`config.mk`:
```
export PLATFORM = sky130hd
export DESIGN_NAME = trial_division_prime_generator_top_flat
export DESIGN_NICKNAME = d
export VERILOG_FILES = /design/src/hw/rtl/tdpg_pkg.sv /design/src/hw/rtl/tdpg_if.sv /design/src/hw/rtl/trial_division_prime_generator_top.sv /design/src/flat_wrapper.sv
export SDC_FILE = /design/constraint.sdc
export NUM_CORES = 1
export LEC_CHECK = 0
export BUFFER_PORTS_ARGS = -buffer_cell sky130_fd_sc_hd__buf_2
export CORE_UTILIZATION = 40
export CTS_BUF_LIST = sky130_fd_sc_hd__clkbuf_8
export DETAILED_ROUTE_END_ITERATION = 8
export GPL_TIMING_DRIVEN = 0
export MAX_ROUTING_LAYER = met4
export PLACE_DENSITY_LB_ADDON = 0.1
export SLEW_MARGIN = 10
export SYNTH_ARGS = -nofsm -noshare
export SYNTH_HDL_FRONTEND = slang
export SYNTH_SLANG_ARGS = --single-unit
export TNS_END_PERCENT = 5
```
`constraint.sdc`:
```
create_clock -name clk -period 4.03 [get_ports clk]
set_input_delay 0.403 -clock clk [delete_from_list [all_inputs] [get_ports clk]]
set_output_delay 0.403 -clock clk [all_outputs]
set_load 0.01 [all_outputs]
```
`src/hw/rtl/tdpg_pkg.sv`:
```
// shared types, widths and helper functions of the trial division prime generator
package tdpg_pkg;

  localparam int PRIME_BITS = 20;
  localparam int COUNT_BITS = 16;
  localparam int STAT_BITS  = 5;
  localparam int CAND_BITS  = PRIME_BITS + 1;
  localparam int SQ_BITS    = CAND_BITS + 1;
  localparam int STEP_BITS  = $clog2(CAND_BITS);
  localparam int APB_DATA_BITS = 32;
  localparam int APB_ADDR_BITS = 3;

  localparam int FIRST_PRIME = 2;
  localparam int FIRST_INDEX = 1;

  localparam logic [APB_ADDR_BITS-1:0] REG_PRIME_COUNT = '0;
  localparam logic [COUNT_BITS-1:0] PRIME_COUNT_RESET = COUNT_BITS'(2);

  typedef enum logic [2:0] {
    ST_IDLE,
    ST_CAND,
    ST_TEST,
    ST_DIV,
    ST_CHECK,
    ST_FINISH
  } state_t;

  function automatic logic [STAT_BITS-1:0] count_ones(input logic [PRIME_BITS-1:0] v);
    logic [STAT_BITS-1:0] n;
    n = '0;
    for (int i = 0; i < PRIME_BITS; i++) begin
      n = n + STAT_BITS'(v[i]);
    end
    return n;
  endfunction

  function automatic logic [STAT_BITS-1:0] bit_len(input logic [PRIME_BITS-1:0] v);
    logic [STAT_BITS-1:0] n;
    n = '0;
    for (int i = 0; i < PRIME_BITS; i++) begin
      if (v[i]) begin
        n = STAT_BITS'(i + 1);
      end
    end
    return n;
  endfunction

endpackage

```
`src/hw/rtl/tdpg_if.sv`:
```
// request and result channel interfaces
interface tdpg_req_if;
  logic valid;
  logic ready;
  logic next_request;

  modport source (output valid, output next_request, input ready);
  modport sink (input valid, input next_request, output ready);
endinterface

interface tdpg_res_if import tdpg_pkg::*; ();
  logic                  valid;
  logic                  ready;
  logic [PRIME_BITS-1:0] prime_value;
  logic [COUNT_BITS-1:0] prime_index;
  logic [STAT_BITS-1:0]  ones_count;
  logic [STAT_BITS-1:0]  bit_length;
  logic                  last;

  modport source (output valid, output prime_value, output prime_index,
                  output ones_count, output bit_length, output last, input ready);
  modport sink (input valid, input prime_value, input prime_index,
                input ones_count, input bit_length, input last, output ready);
endinterface

```
`src/hw/rtl/trial_division_prime_generator_top.sv`:
```
// trial division prime generator with apb configuration
// the first prime of a sequence goes from the request straight to ST_FINISH; otherwise each candidate passes
//   ST_CAND, then per trial divisor up to its root ST_TEST, the bit-serial ST_DIV steps and ST_CHECK
// one shared bit-serial remainder unit sets the rate; one request in flight at a time
// a result waits in the output register while the next request is taken
// rst (synchronous) clears the sequence and the output valid, and sets prime_count to 2
module trial_division_prime_generator_top import tdpg_pkg::*; (
  input  logic                     clk,
  input  logic                     rst,
  tdpg_req_if.sink                 req,
  tdpg_res_if.source               res,
  input  logic                     psel,
  input  logic                     penable,
  input  logic                     pwrite,
  input  logic [APB_ADDR_BITS-1:0] paddr,
  input  logic [APB_DATA_BITS-1:0] pwdata,
  output logic [APB_DATA_BITS-1:0] prdata,
  output logic                     pready
);

  state_t state, state_next;

  logic [COUNT_BITS-1:0] prime_count;
  logic [PRIME_BITS-1:0] last_prime;
  logic [COUNT_BITS-1:0] emitted_count;
  logic [CAND_BITS-1:0]  cand;
  logic [CAND_BITS-1:0]  divisor;
  logic [SQ_BITS-1:0]    square;
  logic [CAND_BITS-1:0]  rem;
  logic [CAND_BITS-1:0]  dividend;
  logic [STEP_BITS-1:0]  step;
  logic [PRIME_BITS-1:0] found_prime;
  logic [COUNT_BITS-1:0] found_index;
  logic                  out_valid;

  logic [CAND_BITS:0]    trial;
  logic                  take_req;
  logic                  out_free;
  logic                  found_last;
  logic                  cfg_write;

  // apb register
  assign pready    = 1'b1;
  assign cfg_write = psel && penable && pwrite && (paddr == REG_PRIME_COUNT);
  assign prdata    = (paddr == REG_PRIME_COUNT) ? APB_DATA_BITS'(prime_count) : '0;

  always_ff @(posedge clk) begin
    if (rst) begin
      prime_count <= PRIME_COUNT_RESET;
    end else if (cfg_write) begin
      prime_count <= pwdata[COUNT_BITS-1:0];
    end
  end

  assign req.ready  = (state == ST_IDLE);
  assign take_req   = req.valid && req.ready;
  assign out_free   = !out_valid || res.ready;
  assign found_last = (found_index == prime_count) || (found_index == {COUNT_BITS{1'b1}});
  assign trial      = {rem, dividend[CAND_BITS-1]};

  always_ff @(posedge clk) begin
    if (rst) begin
      state <= ST_IDLE;
    end else begin
      state <= state_next;
    end
  end

  always_comb begin
    state_next = state;
    case (state)
      ST_IDLE: begin
        if (take_req && req.next_request) begin
          state_next = (last_prime == '0) ? ST_FINISH : ST_CAND;
        end
      end
      ST_CAND: begin
        state_next = cand[CAND_BITS-1] ? ST_FINISH : ST_TEST;
      end
      ST_TEST: begin
        state_next = (square > SQ_BITS'(cand)) ? ST_FINISH : ST_DIV;
      end
      ST_DIV: begin
        if (step == STEP_BITS'(CAND_BITS - 1)) begin
          state_next = ST_CHECK;
        end
      end
      ST_CHECK: begin
        state_next = (rem == '0) ? ST_CAND : ST_TEST;
      end
      ST_FINISH: begin
        if (out_free) begin
          state_next = ST_IDLE;
        end
      end
      default: state_next = ST_IDLE;
    endcase
  end

  // sequence state
  always_ff @(posedge clk) begin
    if (rst) begin
      last_prime    <= '0;
      emitted_count <= '0;
    end else if (state == ST_FINISH && out_free) begin
      if (found_last) begin
        last_prime    <= '0;
        emitted_count <= '0;
      end else begin
        last_prime    <= found_prime;
        emitted_count <= found_index;
      end
    end
  end

  // search datapath
  always_ff @(posedge clk) begin
    case (state)
      ST_IDLE: begin
        cand        <= CAND_BITS'(last_prime) + CAND_BITS'(1);
        found_prime <= PRIME_BITS'(FIRST_PRIME);
        found_index <= COUNT_BITS'(FIRST_INDEX);
      end
      ST_CAND: begin
        divisor     <= CAND_BITS'(FIRST_PRIME);
        square      <= SQ_BITS'(FIRST_PRIME * FIRST_PRIME);
        found_prime <= PRIME_BITS'(FIRST_PRIME);
        found_index <= COUNT_BITS'(FIRST_INDEX);
      end
      ST_TEST: begin
        rem         <= '0;
        dividend    <= cand;
        step        <= '0;
        found_prime <= cand[PRIME_BITS-1:0];
        found_index <= emitted_count + COUNT_BITS'(1);
      end
      ST_DIV: begin
        if (trial >= (CAND_BITS + 1)'(divisor)) begin
          rem <= CAND_BITS'(trial - (CAND_BITS + 1)'(divisor));
        end else begin
          rem <= trial[CAND_BITS-1:0];
        end
        dividend <= {dividend[CAND_BITS-2:0], 1'b0};
        step     <= step + STEP_BITS'(1);
      end
      ST_CHECK: begin
        if (rem == '0) begin
          cand <= cand + CAND_BITS'(1);
        end else begin
          divisor <= divisor + CAND_BITS'(1);
          square  <= square + {divisor, 1'b1};
        end
      end
      default: begin
      end
    endcase
  end

  // output register
  always_ff @(posedge clk) begin
    if (rst) begin
      out_valid <= 1'b0;
    end else if (state == ST_FINISH && out_free) begin
      out_valid <= 1'b1;
    end else if (res.ready) begin
      out_valid <= 1'b0;
    end
  end

  always_ff @(posedge clk) begin
    if (state == ST_FINISH && out_free) begin
      res.prime_value <= found_prime;
      res.prime_index <= found_index;
      res.ones_count  <= count_ones(found_prime);
      res.bit_length  <= bit_len(found_prime);
      res.last        <= found_last;
    end
  end

  assign res.valid = out_valid;

endmodule

```
`src/flat_wrapper.sv`:
```
// flat-port wrapper written by rule: the top's interface ports become plain ports
module trial_division_prime_generator_top_flat import tdpg_pkg::*;
  (clk, rst, psel, penable, pwrite, paddr, pwdata, prdata, pready, req_valid, req_next_request, req_ready, res_valid, res_prime_value, res_prime_index, res_ones_count, res_bit_length, res_last, res_ready);
  tdpg_req_if req_i ();
  tdpg_res_if res_i ();
  input  logic clk;
  input  logic rst;
  input  logic psel;
  input  logic penable;
  input  logic pwrite;
  input  logic [APB_ADDR_BITS-1:0] paddr;
  input  logic [APB_DATA_BITS-1:0] pwdata;
  output logic [APB_DATA_BITS-1:0] prdata;
  output logic pready;
  input wire logic [$bits(req_i.valid)-1:0] req_valid;
  input wire logic [$bits(req_i.next_request)-1:0] req_next_request;
  output wire logic [$bits(req_i.ready)-1:0] req_ready;
  output wire logic [$bits(res_i.valid)-1:0] res_valid;
  output wire logic [$bits(res_i.prime_value)-1:0] res_prime_value;
  output wire logic [$bits(res_i.prime_index)-1:0] res_prime_index;
  output wire logic [$bits(res_i.ones_count)-1:0] res_ones_count;
  output wire logic [$bits(res_i.bit_length)-1:0] res_bit_length;
  output wire logic [$bits(res_i.last)-1:0] res_last;
  input wire logic [$bits(res_i.ready)-1:0] res_ready;
  assign req_i.valid = req_valid;
  assign req_i.next_request = req_next_request;
  assign req_ready = req_i.ready;
  assign res_valid = res_i.valid;
  assign res_prime_value = res_i.prime_value;
  assign res_prime_index = res_i.prime_index;
  assign res_ones_count = res_i.ones_count;
  assign res_bit_length = res_i.bit_length;
  assign res_last = res_i.last;
  assign res_i.ready = res_ready;
  trial_division_prime_generator_top u_core (.clk(clk), .rst(rst), .req(req_i), .res(res_i), .psel(psel), .penable(penable), .pwrite(pwrite), .paddr(paddr), .pwdata(pwdata), .prdata(prdata), .pready(pready));
endmodule
```
# ---- Word-level counts from Yosys, hierarchy flattened
# Cells that the tools add are included.
dict set report totals {
  out_inout_bits 82
  ff_bits 250
  inputBits 43
  elab_cells 127
}
dict set report classes {
  n_reduce_logical 23
  eq_ne 13
  order_cmp 2
  add_sub_neg 26
  muxes 44
}
# cell count
set op_table {}
lappend op_table {{21-bit one-hot mux with 2 select lines} 4}
lappend op_table {{5-bit by 1-bit adder with 5-bit output} 18}
lappend op_table {{21-bit 2-to-1 mux} 3}
lappend op_table {{22-bit one-hot mux with 2 select lines} 1}
lappend op_table {{21-bit by 1-bit adder with 21-bit output (second input constant)} 2}
lappend op_table {{3-bit 2-to-1 mux} 14}
lappend op_table {{20-bit one-hot mux with 2 select lines} 1}
lappend op_table {{16-bit 2-to-1 mux} 2}
lappend op_table {{4-bit 2-to-1 mux} 8}
lappend op_table {{16-bit one-hot mux with 2 select lines} 1}
lappend op_table {{22-bit adder} 1}
lappend op_table {{22-bit by 21-bit greater-or-equal comparator with 1-bit output} 1}
lappend op_table {{22-bit by 21-bit greater-than comparator with 1-bit output} 1}
lappend op_table {{22-bit 2-to-1 mux} 1}
lappend op_table {{20-bit by 1-bit adder with 21-bit output (second input constant)} 1}
lappend op_table {{21-bit zero test} 1}
lappend op_table {{21-bit subtractor} 1}
lappend op_table {{20-bit zero test} 1}
lappend op_table {{20-bit 2-to-1 mux} 1}
lappend op_table {{3-bit one-hot mux with 6 select lines} 1}
lappend op_table {{16-bit by 1-bit adder with 16-bit output (second input constant)} 1}
lappend op_table {{16-bit == test} 1}
lappend op_table {{16-bit == test (second input constant)} 1}
lappend op_table {{5-bit one-hot mux with 2 select lines} 1}
lappend op_table {{other kinds (19)} 40}

# ---- Logic depth before layout (Yosys ltp)
# Gate-level depths: netlist of the first run.
dict set report logic_depth {
  depth_word 19
  ltp_mapped 15
  ltp_nobuf 15
}

# ---- Worst setup path before layout of the first run
# No wires, ideal clock.
dict set report synth_path {
  path_type {register -> register}
  start {reg u_core.found_prime[0]}
  end {reg u_core.res.ones_count[4] (data pin)}
  stages_incl_launch_ff 14
  slack_ps -214
  setup_time_ps 257
  arrival_time_ps 3987
  synth_period_minus_slack_ps 4244
  path_cell_list {edfxtp_1 -> ha_1 -> fa_1 -> fa_1 -> fa_1 -> fa_1 -> fa_1 -> inv_1 -> fa_1 -> inv_1 -> fa_1 -> nor2b_1 -> o21ai_0 -> nand2b_1}
}
dict set report synth_between {
  elab_chain_len 19
}
# element line_no
set synth_lines {}
lappend synth_lines {{start, declared} trial_division_prime_generator_top.sv:32} ;# logic [PRIME_BITS-1:0] found_prime;
lappend synth_lines {{start signal, assigned} trial_division_prime_generator_top.sv:121} ;# found_prime <= PRIME_BITS'(FIRST_PRIME);
lappend synth_lines {{start signal, assigned} trial_division_prime_generator_top.sv:127} ;# found_prime <= PRIME_BITS'(FIRST_PRIME);
lappend synth_lines {{start signal, assigned} trial_division_prime_generator_top.sv:134} ;# found_prime <= cand[PRIME_BITS-1:0];
lappend synth_lines {{1-bit by 1-bit adder with 2-bit output} tdpg_pkg.sv:32} ;# n = n + STAT_BITS'(v[i]);
lappend synth_lines {{5-bit by 1-bit adder with 5-bit output (18 in series)} tdpg_pkg.sv:32}
lappend synth_lines {{end signal, assigned} trial_division_prime_generator_top.sv:174} ;# res.ones_count <= count_ones(found_prime);
lappend synth_lines {{end, declared} tdpg_if.sv:21} ;# output ones_count, output bit_length, output last, input ready);
# No other way between the ends.
# A chain may end at the register's enable or synchronous reset.

# ---- Worst setup path in the final report of the first run
dict set report layout_path {
  start {reg u_core.found_prime[1]}
  end {reg u_core.res.ones_count[4] (data pin)}
}
# The elaborated chain is that of the path after synthesis.

==> results of run 1 <==
critical path: stages, from the launching register on:
cell and delay [ps]:
edfxtp_1 420, inv_2 110, ha_4 200, fa_1 510, fa_1 430, fa_1 520, fa_1 450, fa_1 520
inv_1 60, fa_2 340, inv_2 70, fa_2 210, nor2b_1 50, o21ai_1 120, nand2b_1 60
flip-flops by register name, indices dropped and copies added, names as in the netlist, 16 cells and up:
| name | count |
|---|---|
| u_core.res.prime_index | 16 |
| u_core.rem | 21 |
| u_core.found_prime | 20 |
| u_core.res.prime_value | 20 |
| u_core.cand | 21 |
| u_core.last_prime | 20 |
| u_core.emitted_count | 16 |
| u_core.prime_count | 16 |
| u_core.found_index | 16 |
| u_core.square | 22 |
| u_core.divisor | 21 |
| u_core.dividend | 21 |
where the power goes:
group | total [mW] | internal (mW) | leakage (nW) | switching (mW)
sequential | 3.95 | 3.52 | 2.36 | 0.436
combinational | 4.29 | 1.81 | 3.28 | 2.49
clock | 2.29 | 1.19 | 0.495 | 1.10
routing by layer:
layer  wire length [um]  share of wire [%]
met1              15100                 45
met4               1040                3.1
met5                  0                  0
met2              15900                 47
met3               1440                4.3
per-stage QoR:
| step | instance area [um^2] | hold slack [ps] | total power [mW] | cells | TNS, ps |
|---|---|---|---|---|---|
| 6_report | 16200 | 48.9 | 10.5 | 2053 | -907 |
| 5_1_grt | 16200 | 29.1 | 11.4 | 2052 | -1610 |
| 4_1_cts | 16100 | 5.47 | 10.7 | 2052 | -1180 |
| 3_5_place_dp | 15200 | 453 | 8.32 | 1965 | -2420 |
| 3_3_place_gp | 15100 | 444 | 8.20 | 1960 | -197110 |
| 2_1_floorplan | 14100 | 432 | 7.06 | 1414 | -1260 |
repair_timing:
| action | CTS | global route |
|---|---|---|
| endpoints found under the hold margin | 1 | 0 |
| buffers inserted | 2 | 0 |
| pin swaps | 2 | 1 |
| hold buffers | 1 | 0 |
| gates resized for setup | 6 | 6 |
| endpoints found under the setup margin | 12 | 13 |
final timing paths:
path	from	slack, ps	to	depth (start not counted)
min reg2reg	u_core.emitted_count[15]$_SDFFE_PP0P_	460	u_core.emitted_count[15]$_SDFFE_PP0P_	2
max reg2reg	u_core.found_prime[1]$_SDFFCE_PN1P_	-300	u_core.res.ones_count[4]$_DFFE_PP_	14
min	pwdata[8]	50	u_core.prime_count[8]$_SDFFE_PP0P_	3
max	u_core.found_prime[1]$_SDFFCE_PN1P_	-300	u_core.res.ones_count[4]$_DFFE_PP_	14
synthesized netlist by cell type, drive strengths merged, types with 3 or more instances:
| master | n | area [um^2] |
|---|---|---|
| o31ai | 3 | 22.5 |
| a2111oi | 3 | 26.3 |
| mux2i | 29 | 290 |
| nor4 | 16 | 100 |
| clkbuf | 43 | 161 |
| o2111ai | 3 | 26.3 |
| a211oi | 14 | 105 |
| xnor2 | 73 | 639 |
| a21o | 17 | 128 |
| o31a | 4 | 35.0 |
| or4 | 3 | 30.0 |
| o22ai | 3 | 18.8 |
| o21ai | 58 | 290 |
| a21oi | 100 | 500 |
| o21bai | 6 | 45.0 |
| o21a | 13 | 97.6 |
| nand2b | 15 | 101 |
| and3 | 7 | 43.8 |
| nand4 | 25 | 156 |
| or3 | 10 | 62.6 |
| o41ai | 4 | 35.0 |
| nor2b | 10 | 62.6 |
| and2 | 25 | 156 |
| buf | 22 | 155 |
| nand3 | 74 | 370 |
| a31oi | 9 | 56.3 |
| ha | 76 | 951 |
| inv | 91 | 342 |
| nor3 | 33 | 165 |
| dfxtp | 56 | 1120 |
| nand2 | 142 | 533 |
| nand3b | 4 | 30.0 |
| nor2 | 144 | 548 |
| edfxtp | 194 | 5830 |
| fa | 15 | 300 |
| xor2 | 29 | 254 |
cell families after synthesis:
logic type,Yosys count,share of synthesized area (%)
compound gates,251,10.8
xor+xnor,102,6.38
fa+ha+maj,91,8.93
buf+inv,157,4.72
flops,250,49.6
mux,30,2.15
other cells,2,0.0536
simple gates,516,17.4
layout make-up:
type                    count  share of cell area, %
clock buffers              49                   4.17
clock inverters            35                   1.17
repair buffers             99                   3.73
plain buffers              65                   2.00
well taps                 455                   3.52
diodes                      1                 0.0155
multi-input cells        1007                   40.3
flip-flops and latches    250                   43.0
inverters                  92                   2.14
==> results.cfg, run 1 <==
[timing]
min_period_ps = 4330
hold_violations = 0
skew_ps = 40.1
setup-violations-final = 4
slew_violations = 0
setup_slack_ps = -296
worst-slew-pin-transition_ps = 1120
fmax_mhz = 231
period_share_pct = 107
slew-limit-headroom_pct = 24.9
rsz0062_at_grt = yes

[die]
row_count = 68
core_area_um2 = 34500
ios = 125
die_w_um = 189
fp.dieArea_um2 = 35800
start_util_pct = 40.6
dieHeight_um = 189

[clock_tree]
numCtsBuffers = 46
cts-root-buf = clkbuf_8
cts_max_level = 2
clkTransAtPathRegs_ps = 60
cts_sinks = 250
clk_latency_ps = 590
cts_tree = yes
clockBufferDepth = 3

[worst_setup_path]
critPathMaxFanout = 2
critPathKind = reg2reg
startpoint_type = flop
worst-endpoint-arrival_ps = 4660
cp.required_ps = 4370
worstSetupEndpointType = flop

[layout]
regArea_um2 = 6950
multi_input_area_um2 = 6520
area_growth_pct = 15.4
final_nets = 1695
fillers = 3325
final_core_util_pct = 46.8
final_common_cell = edfxtp_1
mostFrequentLayoutCells = edfxtp_1, nand2_1, nor2_1
drive_gt1_share_pct = 12.8

[outcome]
outcome = complete, but fails checks
violations = setup timing

[synth]
ys_seq_area_share_pct = 49.6
synth_ff_type = edfxtp_1
avgSynthCellArea_um2 = 10.0
synth_seq_cells = 250
synth_warnings = 0
ys_async_sr_fraction_pct = 0
ys_types = 62
syn_area_um2 = 14000
synth_edf_count = 194
syn_inst = 1399

[routing]
wl_per_cell_um = 16.3
drt_pass1_iterations = 5
vias = 10552
drt_iter0_drc = 509
routed_wl_mm = 33.5
antenna_left = 0
avgViaCountPerCell = 5.14
drc = 0

[global_route]
grt_pass1_vias = 10255
use_met2_pct = 32.2
antenna_found_initial = 0
globalRouteOverflowTotal = 0
grtUsageTotal_pct = 19.5
grt_max_degree = 40
top_usage_layer = met2
met1_usage_pct = 23.9
grt_use_met3_pct = 3.26
grt_pass1_wl_mm = 53.4

[run]
max_cap_violations = 0

[placement]
gp_congestion = 0.867
pre_cts_ws_ps = -448
hpwl_mm = 25.1
io_buffers = 91

[power]
p_leak_nw = 6.13
ir_worst_vdd_mv = 0.455
power_density_nw_per_um2 = 652

[worst_hold_path]
holdCritPathClass = in2reg
Power figures use the tool's default switching activity.
==> run 2: changes to the inputs <==
BUFFER_PORTS_ARGS = -buffer_cell sky130_fd_sc_hd__clkbuf_2   (was -buffer_cell sky130_fd_sc_hd__buf_2)
CAP_MARGIN = 40   (was not set)
==> results.cfg, run 2 (synthesis gave the netlist of run 1 again) <==
[timing]
slew_violations = 0
fmax_mhz = 230
hold_violations = 0
skew_ps = 22.1
worst-slew-pin-transition_ps = 896
worst_hold_slack_ps = 104
slew-limit-headroom_pct = 40.0
period_share_pct = 108
setup-violations-final = 4
min_period_ps = 4340
setup_slack_ps = -314
rsz0062_at_grt = yes

[routing]
drc = 0
drt_iter0_drc = 513
wl_per_cell_um = 16.4
dr_wl_met3_mm = 1.33
antenna_left = 0
vias = 10543
drt_pass1_iterations = 5
highest_layer = met4
route.met2.wl_mm = 16.3
routed_wl_mm = 34.1
avgViaCountPerCell = 5.09
met1_length_mm = 15.6

[layout]
area_growth_pct = 16.8
largest_reg_flops = 22
regMostFlops = u_core.square
n_antenna_cell = 0
final_common_cell = edfxtp_1
finalInstanceArea_um2 = 16400
mostFrequentLayoutCells = edfxtp_1, nand2_1, nor2_1
drive_gt1_share_pct = 13.1
final_nets = 1714

[clock_tree]
clkTransAtPathRegs_ps = 60
cts_max_level = 2
numCtsBuffers = 47
clockBufferDepth = 3
cts-root-buf = clkbuf_8
cts_tree = yes
cts_sinks = 250
clk_latency_ps = 600

[die]
core_area_um2 = 34500
dieHeight_um = 189
die_w_um = 189
ios = 125
row_count = 68
fp.dieArea_um2 = 35800
start_util_pct = 40.6

[worst_setup_path]
crit_top_cell = fa_1
cpMaxStageDelayCell = fa_1
worst-endpoint-arrival_ps = 4690
worstSetupEndpointType = flop
worstPathCellList = inv_2, ha_4, fa_1, fa_1, fa_1, fa_1, fa_1, inv_1, fa_2, inv_2, fa_2, nor2b_1, o21ai_1, nand2b_1
cpPeakStageDelay_ps = 530
cp.required_ps = 4380
critPathKind = reg2reg
startpoint_type = flop
critPathMaxFanout = 2

[power]
p_switching_mw = 4.04
p_leak_nw = 6.23
internal_power_mw = 6.65
power_density_nw_per_um2 = 653
power_frac_seq_pct = 37.0
pwr-share-clk_pct = 22.7
combPwrFrac_pct = 40.2
ir_worst_vdd_mv = 0.392
p_sw_share_pct = 37.8

[global_route]
globalRouteOverflowTotal = 0
grt_pass1_wl_mm = 53.9
antenna_found_initial = 0
grt_max_degree = 40
grt_pass1_vias = 10225
grtUsageTotal_pct = 19.7

[outcome]
outcome = complete, but fails checks
violations = setup timing

[placement]
gp_congestion = 0.863
io_buffers = 91
hpwl_mm = 25.0
pre_cts_ws_ps = -410
dpl_cell_area_um2 = 15200

[run]
max_cap_violations = 0

[worst_hold_path]
holdCritPathClass = in2reg
-- run 2: worst paths after layout --
check | from | to | slack, ps | cells after the start
worst min-delay path | rst | u_core.state[2]$_SDFFE_PP0P_ | 100 | 4
worst min register to register | u_core.emitted_count[15]$_SDFFE_PP0P_ | u_core.emitted_count[15]$_SDFFE_PP0P_ | 460 | 2
worst max register to register | u_core.found_prime[1]$_SDFFCE_PN1P_ | u_core.res.ones_count[4]$_DFFE_PP_ | -310 | 14
worst max-delay path | u_core.found_prime[1]$_SDFFCE_PN1P_ | u_core.res.ones_count[4]$_DFFE_PP_ | -310 | 14
-- run 2: layer usage --
metal,vias up,global-route usage (%)
li1,5303,-
met1,4953,24.2
met2,225,32.7
met3,62,3.23
met4,0,7.29
met5,-,-
-- run 2: through the flow --
step                util [%]  TNS, ps  total power [mW]  instances
finish                  47.4    -1010              10.7       2072
global route            47.4    -1500              11.5       2072
CTS                     47.3    -1290              10.8       2072
detailed placement      44.1    -2350              8.31       1968
global placement        43.7  -192600              8.19       1960
floorplan                  -    -1260              7.06       1414
-- run 2: power groups by stage --
stage | clock network, mW | logic, mW | registers [mW]
finish | 2.43 | 4.30 | 3.96
global route | 2.61 | 4.92 | 4.02
CTS | 2.50 | 4.37 | 3.96
detailed placement | 0 | 4.29 | 4.01
floorplan | 0 | 3.21 | 3.86
global placement | 0 | 4.16 | 4.04
-- run 2: final cells by class --
class,count,area (um^2)
Clock inverter,34,199
Fill cell,3394,18200
Sequential cell,250,6950
Inverter,92,345
Tap cell,455,569
Timing Repair Buffer,117,738
Clock buffer,52,716
Buffer,65,328
Multi-Input combinational cell,1007,6520
-- run 2: critical path, delay by kind of cell (launching register included) --
kind | cells | cell delay, ps
simple gates | 2 | 110
fa+ha+maj | 8 | 3200
flops | 1 | 420
compound gates | 1 | 120
buf+inv | 3 | 240
-- run 2: timing repair --
action,4_1_cts,5_1_grt
pin swaps,0,1
hold endpoints to repair,16,0
setup buffers,2,0
resized for setup,5,10
cloned,0,0
endpoints found under the setup margin,11,23
hold buffers,16,0
==> run 3: changes to the inputs <==
RECOVER_POWER = 100   (was not set)
==> results.cfg, run 3 (synthesis gave the netlist of run 1 again) <==
[worst_setup_path]
cp.required_ps = 4380
r2r-end = u_core.res.ones_count[4]$_DFFE_PP_
critPathMaxFanout = 2
cpMaxStageDelayCell = fa_1
worstSetupEndpointType = flop
crit_top_cell = fa_1
cpPeakStageDelay_ps = 530
crit-reg2reg-launch = u_core.found_prime[1]$_SDFFCE_PN1P_
worstPathCellList = inv_2, ha_4, fa_1, fa_1, fa_1, fa_1, fa_1, inv_1, fa_2, inv_2, fa_2, nor2b_1, o21ai_1, nand2b_1
r2r_cells = 14
crit_buf_inv = 3
ff2ff_setup_slack_ps = -310
crit_path_start = u_core.found_prime[1]$_SDFFCE_PN1P_
startpoint_type = flop
critPathKind = reg2reg
endpoint = u_core.res.ones_count[4]$_DFFE_PP_
crit_family = adder cells
worst-endpoint-arrival_ps = 4690
worst-path-stages = 14

[global_route]
globalRouteOverflowTotal = 0
grt_max_degree = 40
grtUsageTotal_pct = 19.7
grt_pass1_wl_mm = 53.9
grt_pass1_vias = 10225
antenna_found_initial = 0

[power]
power_density_nw_per_um2 = 655
internal_power_mw = 6.63
p_switching_mw = 4.03
pwr-share-clk_pct = 22.8
p_leak_nw = 6.06
p_sw_share_pct = 37.8
power_frac_seq_pct = 37.2
ir_worst_vdd_mv = 0.388
combPwrFrac_pct = 40.1
finalPower_mw = 10.7

[routing]
drt_iter0_drc = 582
wl_per_cell_um = 16.5
routed_wl_mm = 34.1
drc = 0
vias = 10528
avgViaCountPerCell = 5.08
drt_pass1_iterations = 5
antenna_left = 0

[layout]
n_antenna_cell = 0
drive_gt1_share_pct = 9.71
area_growth_pct = 16.0
largest_reg_flops = 22
regArea_um2 = 6950
fillers = 3413
mostFrequentLayoutCells = edfxtp_1, nand2_1, nor2_1
final_core_util_pct = 47.0
final_nets = 1714
final_common_cell = edfxtp_1
regMostFlops = u_core.square
multi_input_area_um2 = 6490

[clock_tree]
cts_tree = yes
cts_sinks = 250
clkTransAtPathRegs_ps = 60
cts_max_level = 2
numCtsBuffers = 47
clockBufferDepth = 3
clk_latency_ps = 600
cts-root-buf = clkbuf_8

[worst_hold_path]
holdCritPathClass = in2reg

[placement]
hpwl_mm = 25.0
gp_congestion = 0.863
io_buffers = 91

[die]
row_count = 68
fp.dieArea_um2 = 35800
core_area_um2 = 34500
die_w_um = 189
ios = 125
dieHeight_um = 189
start_util_pct = 40.6

[timing]
worst-slew-pin-transition_ps = 1430
rsz0062_at_grt = yes
period_share_pct = 108
skew_ps = 21.8
fmax_mhz = 230
setup_slack_ps = -313
hold_violations = 0
setup-violations-final = 6
slew-limit-headroom_pct = 4.96
min_period_ps = 4340
slew_violations = 0

[outcome]
outcome = complete, but fails checks
violations = setup timing

[run]
max_cap_violations = 0
run 3: area by class of cell:
class	instances	share of cell area (%)
well taps	455	3.50
clock inverters	34	1.22
clock buffers	52	4.40
inverters	92	2.13
plain buffers	65	1.99
multi-input cells	1007	40.0
repair buffers	117	4.05
flip-flops and latches	250	42.7
run 3: per-layer routing:
layer | share of wire [%] | routed length [um] | GRT usage, %
met3 | 4.0 | 1350 | 3.23
met5 | 0 | 0 | -
met1 | 46 | 15600 | 24.2
met4 | 2.5 | 850 | 7.29
met2 | 48 | 16300 | 32.7
run 3: through the flow:
| step | area (um^2) | setup TNS, ps | hold slack [ps] | setup WS [ps] | instances |
|---|---|---|---|---|---|
| final | 16300 | -1100 | 104 | -313 | 2072 |
| after global routing | 16300 | -2360 | 75.9 | -468 | 2072 |
| after CTS | 16300 | -1290 | 46.4 | -366 | 2072 |
| after detailed placement | 15200 | -2350 | 450 | -410 | 1968 |
| after global placement | 15100 | -192600 | 444 | -2630 | 1960 |
| after floorplan | 14100 | -1260 | 432 | -125 | 1414 |
run 3: power groups by stage:
stage,Combinational [mW],Clock (mW),Sequential [mW]
after floorplan,3.21,0,3.86
after global placement,4.16,0,4.04
after detailed placement,4.29,0,4.01
after CTS,4.37,2.50,3.96
after global routing,4.89,2.61,4.03
final,4.27,2.43,3.96
run 3: how the worst min path moves through the flow:
stage                                     startpoint                               endpoint  slack, ps  depth (start not counted)
2_1_floorplan  u_core.emitted_count[11]$_SDFFE_PP0P_  u_core.emitted_count[11]$_SDFFE_PP0P_        430                          2
3_3_place_gp   u_core.emitted_count[11]$_SDFFE_PP0P_  u_core.emitted_count[11]$_SDFFE_PP0P_        440                          2
3_5_place_dp   u_core.emitted_count[11]$_SDFFE_PP0P_  u_core.emitted_count[11]$_SDFFE_PP0P_        450                          2
4_1_cts                                          rst           u_core.state[2]$_SDFFE_PP0P_         50                          4
5_1_grt                                          rst           u_core.state[2]$_SDFFE_PP0P_         80                          4
6_report                                         rst           u_core.state[2]$_SDFFE_PP0P_        100                          4
run 3: tightest hold or removal path, cell delays in order:
cell and delay (ps):
clkbuf_2 100, a21oi_1 40, o221ai_1 60, nor2_1 50
run 3: what timing repair did:
item | in CTS | in global routing
hold endpoints to repair | 16 | 0
pin swaps | 0 | 1
buffers inserted | 2 | 0
gates resized for setup | 5 | 10
setup endpoints to repair | 11 | 23
hold buffers | 16 | 0
